### src/rtl/pds_pkg.sv
package pds_pkg;

  localparam int REF_W = 30;
  localparam int TGT_W = 32;
  localparam int OUT_W = 31;
  localparam int VCO_W = TGT_W + 3;
  localparam int R_W   = 25;
  localparam int CM_W  = 6;
  localparam int CN_W  = 6;
  localparam int CO_W  = 2;
  localparam int CNT_W = 4;

  localparam int unsigned REF_RESET_HZ  = 24000000;
  localparam int unsigned VCO_MAX_HZ    = 1500000000;
  localparam int unsigned REFDIV_MIN_HZ = 24000000;
  localparam int unsigned REFDIV_MAX_HZ = 30000000;
  localparam int unsigned CM_LOWEST     = 16;
  localparam int unsigned CN_HIGHEST    = 32;
  localparam int unsigned CO_HIGHEST    = 3;
  localparam int unsigned VCO_MIN_HZ    = REFDIV_MIN_HZ * CM_LOWEST;

  localparam int R_DIV_STEPS = REF_W / 2;
  localparam int M_DIV_STEPS = CM_W / 2;

  typedef struct packed {
    logic load;
    logic co_inc;
    logic cn_init;
    logic cn_inc;
    logic div_start_r;
    logic div_start_m;
    logic div_step;
    logic eval;
    logic out_load;
  } cmd_t;

  typedef struct packed {
    logic vco_low;
    logic vco_high;
    logic co_last;
    logic cn_last;
    logic div_last;
    logic r_high;
    logic r_low;
    logic hit;
  } flags_t;

endpackage

### src/rtl/pds_datapath.sv
module pds_datapath (
  input  logic                          clk,
  input  logic                          rst,
  input  logic                          cfg_write,
  input  logic [pds_pkg::REF_W-1:0]     cfg_data,
  input  logic [pds_pkg::TGT_W-1:0]     target_in,
  input  pds_pkg::cmd_t                 cmd,
  output pds_pkg::flags_t               sts,
  output logic [pds_pkg::OUT_W-1:0]     best_out
);

  logic [pds_pkg::REF_W-1:0] ref_clk;
  logic [pds_pkg::TGT_W-1:0] target;
  logic [pds_pkg::CO_W-1:0]  co;
  logic [pds_pkg::CN_W-1:0]  cn;
  logic [pds_pkg::REF_W-1:0] rem;
  logic [31:0]               quo;
  logic [pds_pkg::REF_W-1:0] divisor;
  logic [pds_pkg::CNT_W-1:0] count;
  logic [pds_pkg::R_W-1:0]   r_val;
  logic [pds_pkg::OUT_W-1:0] best;
  logic                      found;

  logic [pds_pkg::VCO_W-1:0] vco;
  logic [pds_pkg::REF_W-1:0] r_quo;
  logic [30:0]               dvd;
  logic [pds_pkg::CM_W-1:0]  cm;
  logic                      cm_ok;
  logic [30:0]               prod;
  logic [30:0]               cand;
  logic                      better;
  logic [61:0]               step1;
  logic [61:0]               step2;

  function automatic logic [61:0] div_bit(input logic [29:0] rem_in,
                                          input logic [31:0] quo_in,
                                          input logic [29:0] dsr);
    logic [30:0] sh;
    logic        ge;
    logic [30:0] diff;
    sh   = {rem_in, quo_in[31]};
    ge   = sh >= {1'b0, dsr};
    diff = sh - {1'b0, dsr};
    return {(ge ? diff[29:0] : sh[29:0]), quo_in[30:0], ge};
  endfunction

  always_comb begin
    vco         = {3'b000, target} << co;
    sts.vco_low  = vco < pds_pkg::VCO_W'(pds_pkg::VCO_MIN_HZ);
    sts.vco_high = vco > pds_pkg::VCO_W'(pds_pkg::VCO_MAX_HZ);
    sts.co_last  = co == pds_pkg::CO_W'(pds_pkg::CO_HIGHEST);
    sts.cn_last  = cn == pds_pkg::CN_W'(pds_pkg::CN_HIGHEST);
    sts.div_last = count == pds_pkg::CNT_W'(1);
    r_quo        = quo[pds_pkg::REF_W-1:0];
    sts.r_high   = r_quo > pds_pkg::REF_W'(pds_pkg::REFDIV_MAX_HZ);
    sts.r_low    = r_quo < pds_pkg::REF_W'(pds_pkg::REFDIV_MIN_HZ);
    dvd          = vco[30:0] + 31'(r_quo) - 31'd1;
    cm           = quo[pds_pkg::CM_W-1:0];
    cm_ok        = cm >= pds_pkg::CM_W'(pds_pkg::CM_LOWEST);
    prod         = {6'b0, r_val} * {25'b0, cm};
    cand         = prod >> co;
    sts.hit      = cm_ok && ({1'b0, cand} == target);
    better       = cm_ok && ({1'b0, cand} >= target) && (!found || cand < best);
    step1        = div_bit(rem, quo, divisor);
    step2        = div_bit(step1[61:32], step1[31:0], divisor);
  end

  always_ff @(posedge clk) begin
    if (rst) begin
      ref_clk <= pds_pkg::REF_W'(pds_pkg::REF_RESET_HZ);
    end else if (cfg_write) begin
      ref_clk <= cfg_data;
    end
    if (cmd.load) begin
      target <= target_in;
      co     <= '0;
      best   <= '0;
      found  <= 1'b0;
    end
    if (cmd.co_inc) begin
      co <= co + 1'b1;
    end
    if (cmd.cn_init) begin
      cn <= pds_pkg::CN_W'(1);
    end
    if (cmd.cn_inc) begin
      cn <= cn + 1'b1;
    end
    if (cmd.div_start_r) begin
      rem     <= '0;
      quo     <= {ref_clk, 2'b00};
      divisor <= pds_pkg::REF_W'(cn);
      count   <= pds_pkg::CNT_W'(pds_pkg::R_DIV_STEPS);
    end
    if (cmd.div_start_m) begin
      r_val   <= r_quo[pds_pkg::R_W-1:0];
      rem     <= pds_pkg::REF_W'(dvd[30:6]);
      quo     <= {dvd[5:0], 26'b0};
      divisor <= r_quo;
      count   <= pds_pkg::CNT_W'(pds_pkg::M_DIV_STEPS);
    end
    if (cmd.div_step) begin
      rem   <= step2[61:32];
      quo   <= step2[31:0];
      count <= count - 1'b1;
    end
    if (cmd.eval && better) begin
      best  <= cand;
      found <= 1'b1;
    end
    if (cmd.out_load) begin
      best_out <= best;
    end
  end

endmodule

### src/rtl/pds_ctrl.sv
module pds_ctrl (
  input  logic              clk,
  input  logic              rst,
  input  logic              in_valid,
  output logic              in_ready,
  output logic              out_valid,
  input  logic              out_ready,
  input  pds_pkg::flags_t   sts,
  output pds_pkg::cmd_t     cmd
);

  typedef enum logic [3:0] {
    IDLE,
    CO_CHK,
    CN_START,
    DIV_R,
    R_CHK,
    DIV_M,
    EVAL,
    NEXT_CN,
    NEXT_CO,
    FINISH
  } state_t;

  state_t state;
  state_t state_next;

  assign in_ready = state == IDLE;

  always_comb begin
    state_next = state;
    cmd        = '0;
    unique case (state)
      IDLE: begin
        if (in_valid) begin
          cmd.load   = 1'b1;
          state_next = CO_CHK;
        end
      end
      CO_CHK: begin
        if (sts.vco_low) begin
          state_next = NEXT_CO;
        end else if (sts.vco_high) begin
          state_next = FINISH;
        end else begin
          cmd.cn_init = 1'b1;
          state_next  = CN_START;
        end
      end
      CN_START: begin
        cmd.div_start_r = 1'b1;
        state_next      = DIV_R;
      end
      DIV_R: begin
        cmd.div_step = 1'b1;
        if (sts.div_last) begin
          state_next = R_CHK;
        end
      end
      R_CHK: begin
        if (sts.r_high) begin
          state_next = NEXT_CN;
        end else if (sts.r_low) begin
          state_next = NEXT_CO;
        end else begin
          cmd.div_start_m = 1'b1;
          state_next      = DIV_M;
        end
      end
      DIV_M: begin
        cmd.div_step = 1'b1;
        if (sts.div_last) begin
          state_next = EVAL;
        end
      end
      EVAL: begin
        cmd.eval   = 1'b1;
        state_next = sts.hit ? FINISH : NEXT_CN;
      end
      NEXT_CN: begin
        if (sts.cn_last) begin
          state_next = NEXT_CO;
        end else begin
          cmd.cn_inc = 1'b1;
          state_next = CN_START;
        end
      end
      NEXT_CO: begin
        if (sts.co_last) begin
          state_next = FINISH;
        end else begin
          cmd.co_inc = 1'b1;
          state_next = CO_CHK;
        end
      end
      FINISH: begin
        if (!out_valid || out_ready) begin
          cmd.out_load = 1'b1;
          state_next   = IDLE;
        end
      end
      default: begin
        state_next = IDLE;
      end
    endcase
  end

  always_ff @(posedge clk) begin
    if (rst) begin
      state     <= IDLE;
      out_valid <= 1'b0;
    end else begin
      state <= state_next;
      if (cmd.out_load) begin
        out_valid <= 1'b1;
      end else if (out_ready) begin
        out_valid <= 1'b0;
      end
    end
  end

endmodule

### src/rtl/pll_divider_search.sv
// The search runs from the input beat to the result, plus any wait for out_ready
// to free the output register; each divider pair evaluated takes a reference/CN
// division and a multiplier division, and one rejected on the reference window
// takes only the first. The serial divider, two quotient bits a cycle, sets the pace.
// Throughput: one beat in flight; the next input is taken once the result sits
// in the output register. Reset: rst clears control and output valid and loads
// a 24 MHz reference clock.
module pll_divider_search (
  input  logic                      clk,
  input  logic                      rst,
  input  logic                      in_valid,
  output logic                      in_ready,
  input  logic [pds_pkg::TGT_W-1:0] target_frequency_hz,
  output logic                      out_valid,
  input  logic                      out_ready,
  output logic [pds_pkg::OUT_W-1:0] best_frequency_hz,
  input  logic                      cfg_write,
  input  logic [pds_pkg::REF_W-1:0] reference_clock_hz
);

  pds_pkg::cmd_t    cmd;
  pds_pkg::flags_t  sts;

  pds_ctrl u_ctrl (
    .clk       (clk),
    .rst       (rst),
    .in_valid  (in_valid),
    .in_ready  (in_ready),
    .out_valid (out_valid),
    .out_ready (out_ready),
    .sts       (sts),
    .cmd       (cmd)
  );

  pds_datapath u_dp (
    .clk       (clk),
    .rst       (rst),
    .cfg_write (cfg_write),
    .cfg_data  (reference_clock_hz),
    .target_in (target_frequency_hz),
    .cmd       (cmd),
    .sts       (sts),
    .best_out  (best_frequency_hz)
  );

`ifndef NO_ASSERTIONS
  a_cmd_single: assert property (@(posedge clk) disable iff (rst)
    $onehot0({cmd.load, cmd.co_inc, cmd.cn_init, cmd.cn_inc, cmd.div_start_r,
              cmd.div_start_m, cmd.div_step, cmd.eval, cmd.out_load}))
    else $error("more than one datapath command issued");

  a_eval_after_div: assert property (@(posedge clk) disable iff (rst)
    cmd.eval |-> $past(cmd.div_step) && $past(sts.div_last))
    else $error("evaluation without a finished multiplier division");

  a_m_in_window: assert property (@(posedge clk) disable iff (rst)
    cmd.div_start_m |-> !sts.r_high && !sts.r_low)
    else $error("multiplier division started outside the reference window");

  a_busy_after_in: assert property (@(posedge clk) disable iff (rst)
    in_valid && in_ready |=> !in_ready)
    else $error("input taken while a search is running");
`endif

endmodule
### config.mk
export PLATFORM = sky130hd
export DESIGN_NAME = pll_divider_search
export DESIGN_NICKNAME = d
export VERILOG_FILES = /design/src/rtl/pds_pkg.sv /design/src/rtl/pds_datapath.sv /design/src/rtl/pds_ctrl.sv /design/src/rtl/pll_divider_search.sv
export SDC_FILE = /design/constraint.sdc
export NUM_CORES = 1
export LEC_CHECK = 0
export BUFFER_PORTS_ARGS = -buffer_cell sky130_fd_sc_hd__buf_2
export CAP_MARGIN = 20
export CORE_MARGIN = 2
export CORE_UTILIZATION = 40
export CTS_CLUSTER_SIZE = 20
export DETAILED_ROUTE_END_ITERATION = 7
export GPL_ROUTABILITY_DRIVEN = 0
export PLACE_DENSITY = 0.59
export SLEW_MARGIN = 20
export SYNTH_ARGS = -nofsm -noshare
export SYNTH_HDL_FRONTEND = slang
export SYNTH_SLANG_ARGS = --single-unit
### constraint.sdc
create_clock -name clk -period 8.48 [get_ports clk]
set_input_delay 0.848 -clock clk [delete_from_list [all_inputs] [get_ports clk]]
set_output_delay 0.848 -clock clk [all_outputs]
set_load 0.005 [all_outputs]
### Word level (Yosys, flattened, before mapping)

Cells that the tools add are included.

| storage, ports and cells | value |
|---|---|
| bits in registers | 259 |
| bits in latches | 0 |
| RAM bits | 0 |
| memory bits (read-only) | 0 |
| bits of input ports | 67 |
| output and inout bits | 33 |
| word-level logic and storage cells | 117 |
| memories kept | 0 |

| operators by class | value |
|---|---|
| $add $sub $neg | 7 |
| multiply operators | 1 |
| div/mod/pow operators | 0 |
| magnitude comparators | 9 |
| eq/ne operators | 17 |
| shift operators | 2 |
| mux-type cells | 50 |
| bitwise gates (word level) | 0 |
| reduce and logical (&&, ||, !) cells | 17 |

Operators by type and width:

| cell | number |
|---|---|
| $mux 30 | 7 |
| $mux 32 | 3 |
| $ge 31x30->1 | 2 |
| $mux 31 | 2 |
| $sub 30x30->30 | 2 |
| $mux 4 | 14 |
| $pmux 4 s10 | 1 |
| $gt 35x31->1 const B | 1 |
| $lt 35x29->1 const B | 1 |
| $shl 32x2->35 | 1 |
| $eq 31x32->1 | 1 |
| $ge 31x32->1 | 1 |
| $add 31x30->31 | 1 |
| $lt 31x31->1 | 1 |
| $mul 25x6->31 | 1 |
| $shr 31x2->31 | 1 |
| $sub 31x1->31 const B | 1 |
| $gt 30x25->1 const B | 1 |
| $lt 30x25->1 const B | 1 |
| $mux 1 | 19 |
| $eq 4x3->1 const B | 4 |
| $mux 6 | 2 |
| $reduce_bool 2->1 | 5 |
| $eq 4x1->1 const B | 2 |
| other kinds (18) | 28 |

### Logic depth before layout (Yosys ltp)

| depth | value |
|---|---|
| depth after elaboration | 7 |
| depth in mapped cells | 31 |
| mapped depth without buffers | 29 |

### Modules after synthesis

Synthesis repeated with hierarchy kept, for this count alone.

| unflattened totals | value |
|---|---|
| cells, all modules | 2581 |
| area, all modules | 23533.8 um^2 |

By module, submodules not included:

| module | times used | cells each | area an instance (um^2) | seq. area each (um^2) |
|---|---|---|---|---|
| pds_datapath | 1 | 2506 | 22988.3 | 7317.0 |
| pds_ctrl | 1 | 75 | 545.5 | 100.1 |

### Worst setup path after synthesis

No wires, ideal clock.

| timing | value |
|---|---|
| path type | register -> register |
| from | register u_dp.quo[0] |
| to | register u_dp.best[0] (netlist name), enable pin |
| setup time | 0.471 ns |
| arrival time | 7.386 ns |
| data required time | 8.009 ns |
| setup slack | 0.622 ns |
| stages on the path, launching flop included | 31 |
| buffers on the path | 4 |
| clock period less this slack | 7.858 ns |
| cells stage by stage | edfxtp_1 clkbuf_1 clkbuf_1 and2_1 fa_1 inv_1 fa_1 fa_1 inv_1 ha_1 a211oi_1 o21ai_0 a31o_2 a31oi_1 o22a_1 o21ai_0 xnor2_1 a211oi_1 a21oi_1 ha_1 a21oi_1 nor2b_1 o21ai_0 a21oi_1 o21ai_0 a21oi_1 nor4_1 or3_1 clkbuf_1 clkbuf_1 nand2_1 |

| on the way | value |
|---|---|
| word-level cells in the longest chain between the ends | 7 |
| elaborated cells between the ends (all ways) | 10 |
| those cells by class | 1 x mul; 3 x order compare; 1 x shift; 5 x reduce/logical |

RTL lines:

| what | RTL line | text |
|---|---|---|
| start: declaration | pds_datapath.sv:17 | `logic [31:0] quo;` |
| start signal: assignment | pds_datapath.sv:91 | `quo <= {ref_clk, 2'b00};` |
| start signal: assignment | pds_datapath.sv:98 | `quo <= {dvd[5:0], 26'b0};` |
| start signal: assignment | pds_datapath.sv:104 | `quo <= step2[31:0];` |
| $mul 25x6->31 (*) | pds_datapath.sv:60 | `prod = {6'b0, r_val} * {25'b0, cm};` |
| $shr 31x2->31 (*) | pds_datapath.sv:61 | `cand = prod >> co;` |
| named net u_dp.cand[25] | pds_datapath.sv:30 | `logic [30:0] cand;` |
| $ge 31x32->1 or $lt 31x31->1 (tied branches) | pds_datapath.sv:63 | `better = cm_ok && ({1'b0, cand} >= target) && (!found \|\| cand < best);` |
| $logic_and 1x1->1 or $logic_or 1x1->1 (tied branches) | pds_datapath.sv:63 |  |
| $logic_and 1x1->1 (*) | pds_datapath.sv:63 |  |
| $logic_and 1x1->1 (*) | pds_datapath.sv:107 | `if (cmd.eval && better) begin` |
| $reduce_bool 2->1 (no line) (*) | -- |  |
| end signal: assignment | pds_datapath.sv:108 | `best <= cand;` |
| end: declaration | pds_datapath.sv:21 | `logic [pds_pkg::OUT_W-1:0] best;` |

Mark *: on every way through the listed nets, which the timed path passes. The rest lies on a longest branch.
A chain may end at the register's enable or synchronous reset.

### Final worst setup path

| timing | value |
|---|---|
| from | register u_dp.quo[0] |
| to | register u_dp.best[10] (netlist name), enable pin |

Same word-level chain as after synthesis.

==> impl_results.md <==
* Vias at 19321
* Post-cts hold buffer count at 0
* Max Cap Viol at 0
* Worst Reg2Reg Path Length in Cells at 26
* Tot GR Track Use at 0.222
* Core area at 58800 um2
* Post-synthesis cell area at 23700 um2
* Total Wirelength at 68200 um
* Largest stage delay on the critical path at 710 ps
* Port bufs at 99
* Syn avg cell area at 9.05 um2
* FF-to-FF setup slack at 530 ps
* Max Fclk at 126 MHz
* Inserted Diodes at 0
* CP Class: reg2reg
* Largest net degree at the start of global routing at 84
* Register clock-pin slew on the reported worst setup and hold paths at 70 ps
* Min-delay src: target_frequency_hz[27]
* Maximum VDD drop at 0.167 mV
* Min-delay worst type: in2reg
* First-pass GRT wire length at 107000 um
* TritonCTS buffer count at 31
* RSZ-0062 raised after global routing: no
* Outcome: complete, no violations
* Dpl hpwl at 53100 um
* Clock tree from TritonCTS: yes
* Vias per inst at 5.54
* Most frequent cells in the layout: 364 x inv_1, 224 x ha_1, 223 x edfxtp_1, 206 x nand2_1, 163 x a21oi_1
* Final hold viol count at 0
* H-tree depth at 1
* Slowest CP cell: edfxtp_1
* Die area at 61300 um2
* Layout area overhead at 10.2%
* Die X at 248 um
* IO Pins at 100
* Seq/Total Area, Yosys at 0.313
* FF-to-FF Start: u_dp.quo[0]$_SDFFCE_PP0P_
* Post-synth top flop: edfxtp_1
* Global route overflow at 0
* Die Height at 248 um
* Worst-Skew Late Latency at 610 ps
* Remaining DRCs at 0
* CP arrival at 8220 ps
* Commonest non-fill, non-tap cell in the layout: inv_1
* R2R Path End: u_dp.best[10]$_SDFFCE_PN0P_
* Final Skew at 21.6 ps
* Antenna violations before repair at 2
* Minimum clock period at 7950 ps
* Synth cell types at 82
* Effective utilization at floorplan at 0.403
* Total power at 5.78 mW
* Max Root-Sink Buffers at 3
* Most frequent cell on the critical path: fa_1
* DRT iter0 DRCs at 1292
* Hold EP: u_dp.target[27]$_DFFE_PP_
* Nets@finish at 3080
* Resized Gates After CTS at 0
* Startpoint Class: register
* Clock Sinks at 259
* Worst slew pin tran at 1070 ps
* Post CTS Setup Buffer Count at 0
* Antenna Violating Nets Remaining at 0
* Setup violators final at 0
* Row count at 89
* Layout cells sized above 1 at 0.0850
* CTS Root Cell: clkbuf_16
* Setup_tns at 0 ps
* Post-synth EDFFs at 223
* Hold depth at 1
* Cell count after synthesis at 2621
* Wirelength per Cell at 19.5 um
* Final-report max-slew violation count at 0
* P per Cell Area at 221 nW/um2
* Worst Setup End Kind: register
* Yosys reg bits at 259
* Ys async rst share at 0
* Crit path max fanout at 23
* Vias in the first global route at 19501
* Worst endpoint required time at 8750 ps
* Leak at 11.7 nW
* Slew HR at 0.286
* Pre-antenna DRT Iters at 7
* Yosys Warn Count at 0
* Tcrit/Tclk final at 0.937
==> cells by family after synthesis <==
family	count (synthesis)	synth area share
buffers and inverters	461	0.0748
and+or+nand+nor	763	0.163
other	1	0.000158
muxes	114	0.0495
xor gates and xnor gates	105	0.0388
DFF	259	0.313
AOI/OAI and AO/OA	597	0.162
adders and majority gates	321	0.200
==> per-layer routing <==
layer	vias to the layer above	global-route usage	routed length (um)
met5	-	0	0
met4	0	0.0796	2650
met3	120	0.0253	3690
met2	557	0.381	32200
met1	9342	0.290	29600
li1	9302	-	-
==> cells in the mapped netlist (all sizes together), types with 39 or more instances <==
cell    count  area, um2
nand3      45        225
clkbuf     66        248
inv       366       1370
nor3       45        230
fa         96       1920
o21ai     129        646
edfxtp    223       6700
ha        224       2800
a21oi     163        816
mux2i      96        961
and2      148        926
nand2     207        777
xnor2      67        587
o22ai      49        307
a21o       54        405
nor2b      39        244
nor2      152        576
==> power by group <==
part,internal [mW],switching (mW)
clock network,0.804,0.595
logic,1.10,1.71
registers,1.49,0.0801
==> worst max-delay path by stage <==
stage | from | to | slack, ps | cells past startpoint
5_1_grt | u_dp.quo[0]$_SDFFCE_PP0P_ | u_dp.best[7]$_SDFFCE_PN0P_ | 90 | 26
2_1_floorplan | u_dp.quo[0]$_SDFFCE_PP0P_ | u_dp.best[0]$_SDFFCE_PN0P_ | 620 | 30
3_5_place_dp | u_dp.quo[2]$_DFFE_PP_ | u_dp.best[3]$_SDFFCE_PN0P_ | 630 | 24
4_1_cts | u_dp.quo[2]$_DFFE_PP_ | u_dp.best[7]$_SDFFCE_PN0P_ | 610 | 24
6_report | u_dp.quo[0]$_SDFFCE_PP0P_ | u_dp.best[10]$_SDFFCE_PN0P_ | 530 | 26
3_3_place_gp | u_dp.quo[2]$_DFFE_PP_ | u_dp.best[0]$_SDFFCE_PN0P_ | 820 | 26
==> sequential cells by signal (all words and copies together) (netlist names), 6 cells and up <==
signal,count
u_dp.quo,32
u_dp.target,32
u_dp.best,31
u_dp.best_out,31
u_dp.divisor,30
u_dp.ref_clk,30
u_dp.rem,30
u_dp.r_val,25
u_dp.cn,6
==> layout make-up <==
cell class / instances / area (um2)
clock inverters: 16 / 166
clock buffers: 41 / 887
fillers: 5728 / 32700
multi-input cells: 1905 / 14600
well taps: 773 / 967
repair buffers: 129 / 737
inverters: 367 / 1380
flip-flops and latches: 259 / 7420
==> critical path: cells and delay by family, from the launching register on <==
| kind | cells | cell delay [ps] |
|---|---|---|
| and+or+nand+nor | 7 | 1310 |
| xor gates and xnor gates | 1 | 170 |
| DFF | 1 | 710 |
| muxes | 1 | 320 |
| buffers and inverters | 4 | 710 |
| AOI/OAI and AO/OA | 8 | 2270 |
| adders and majority gates | 5 | 2100 |
==> per-stage QoR <==
stage | instances | setup WS (ps) | util | hold slack (ps) | cell area [um2]
final | 3490 | 530 | 0.444 | 427 | 26100
after global routing | 3490 | 91.0 | 0.444 | 401 | 26100
after CTS | 3489 | 607 | 0.444 | 386 | 26100
after detailed placement | 3432 | 627 | 0.426 | 436 | 25100
after global placement | 3432 | 816 | 0.426 | 435 | 25100
after floorplan | 2625 | 622 | - | 424 | 23700
No activity file was read; power rests on OpenSTA's default activity.
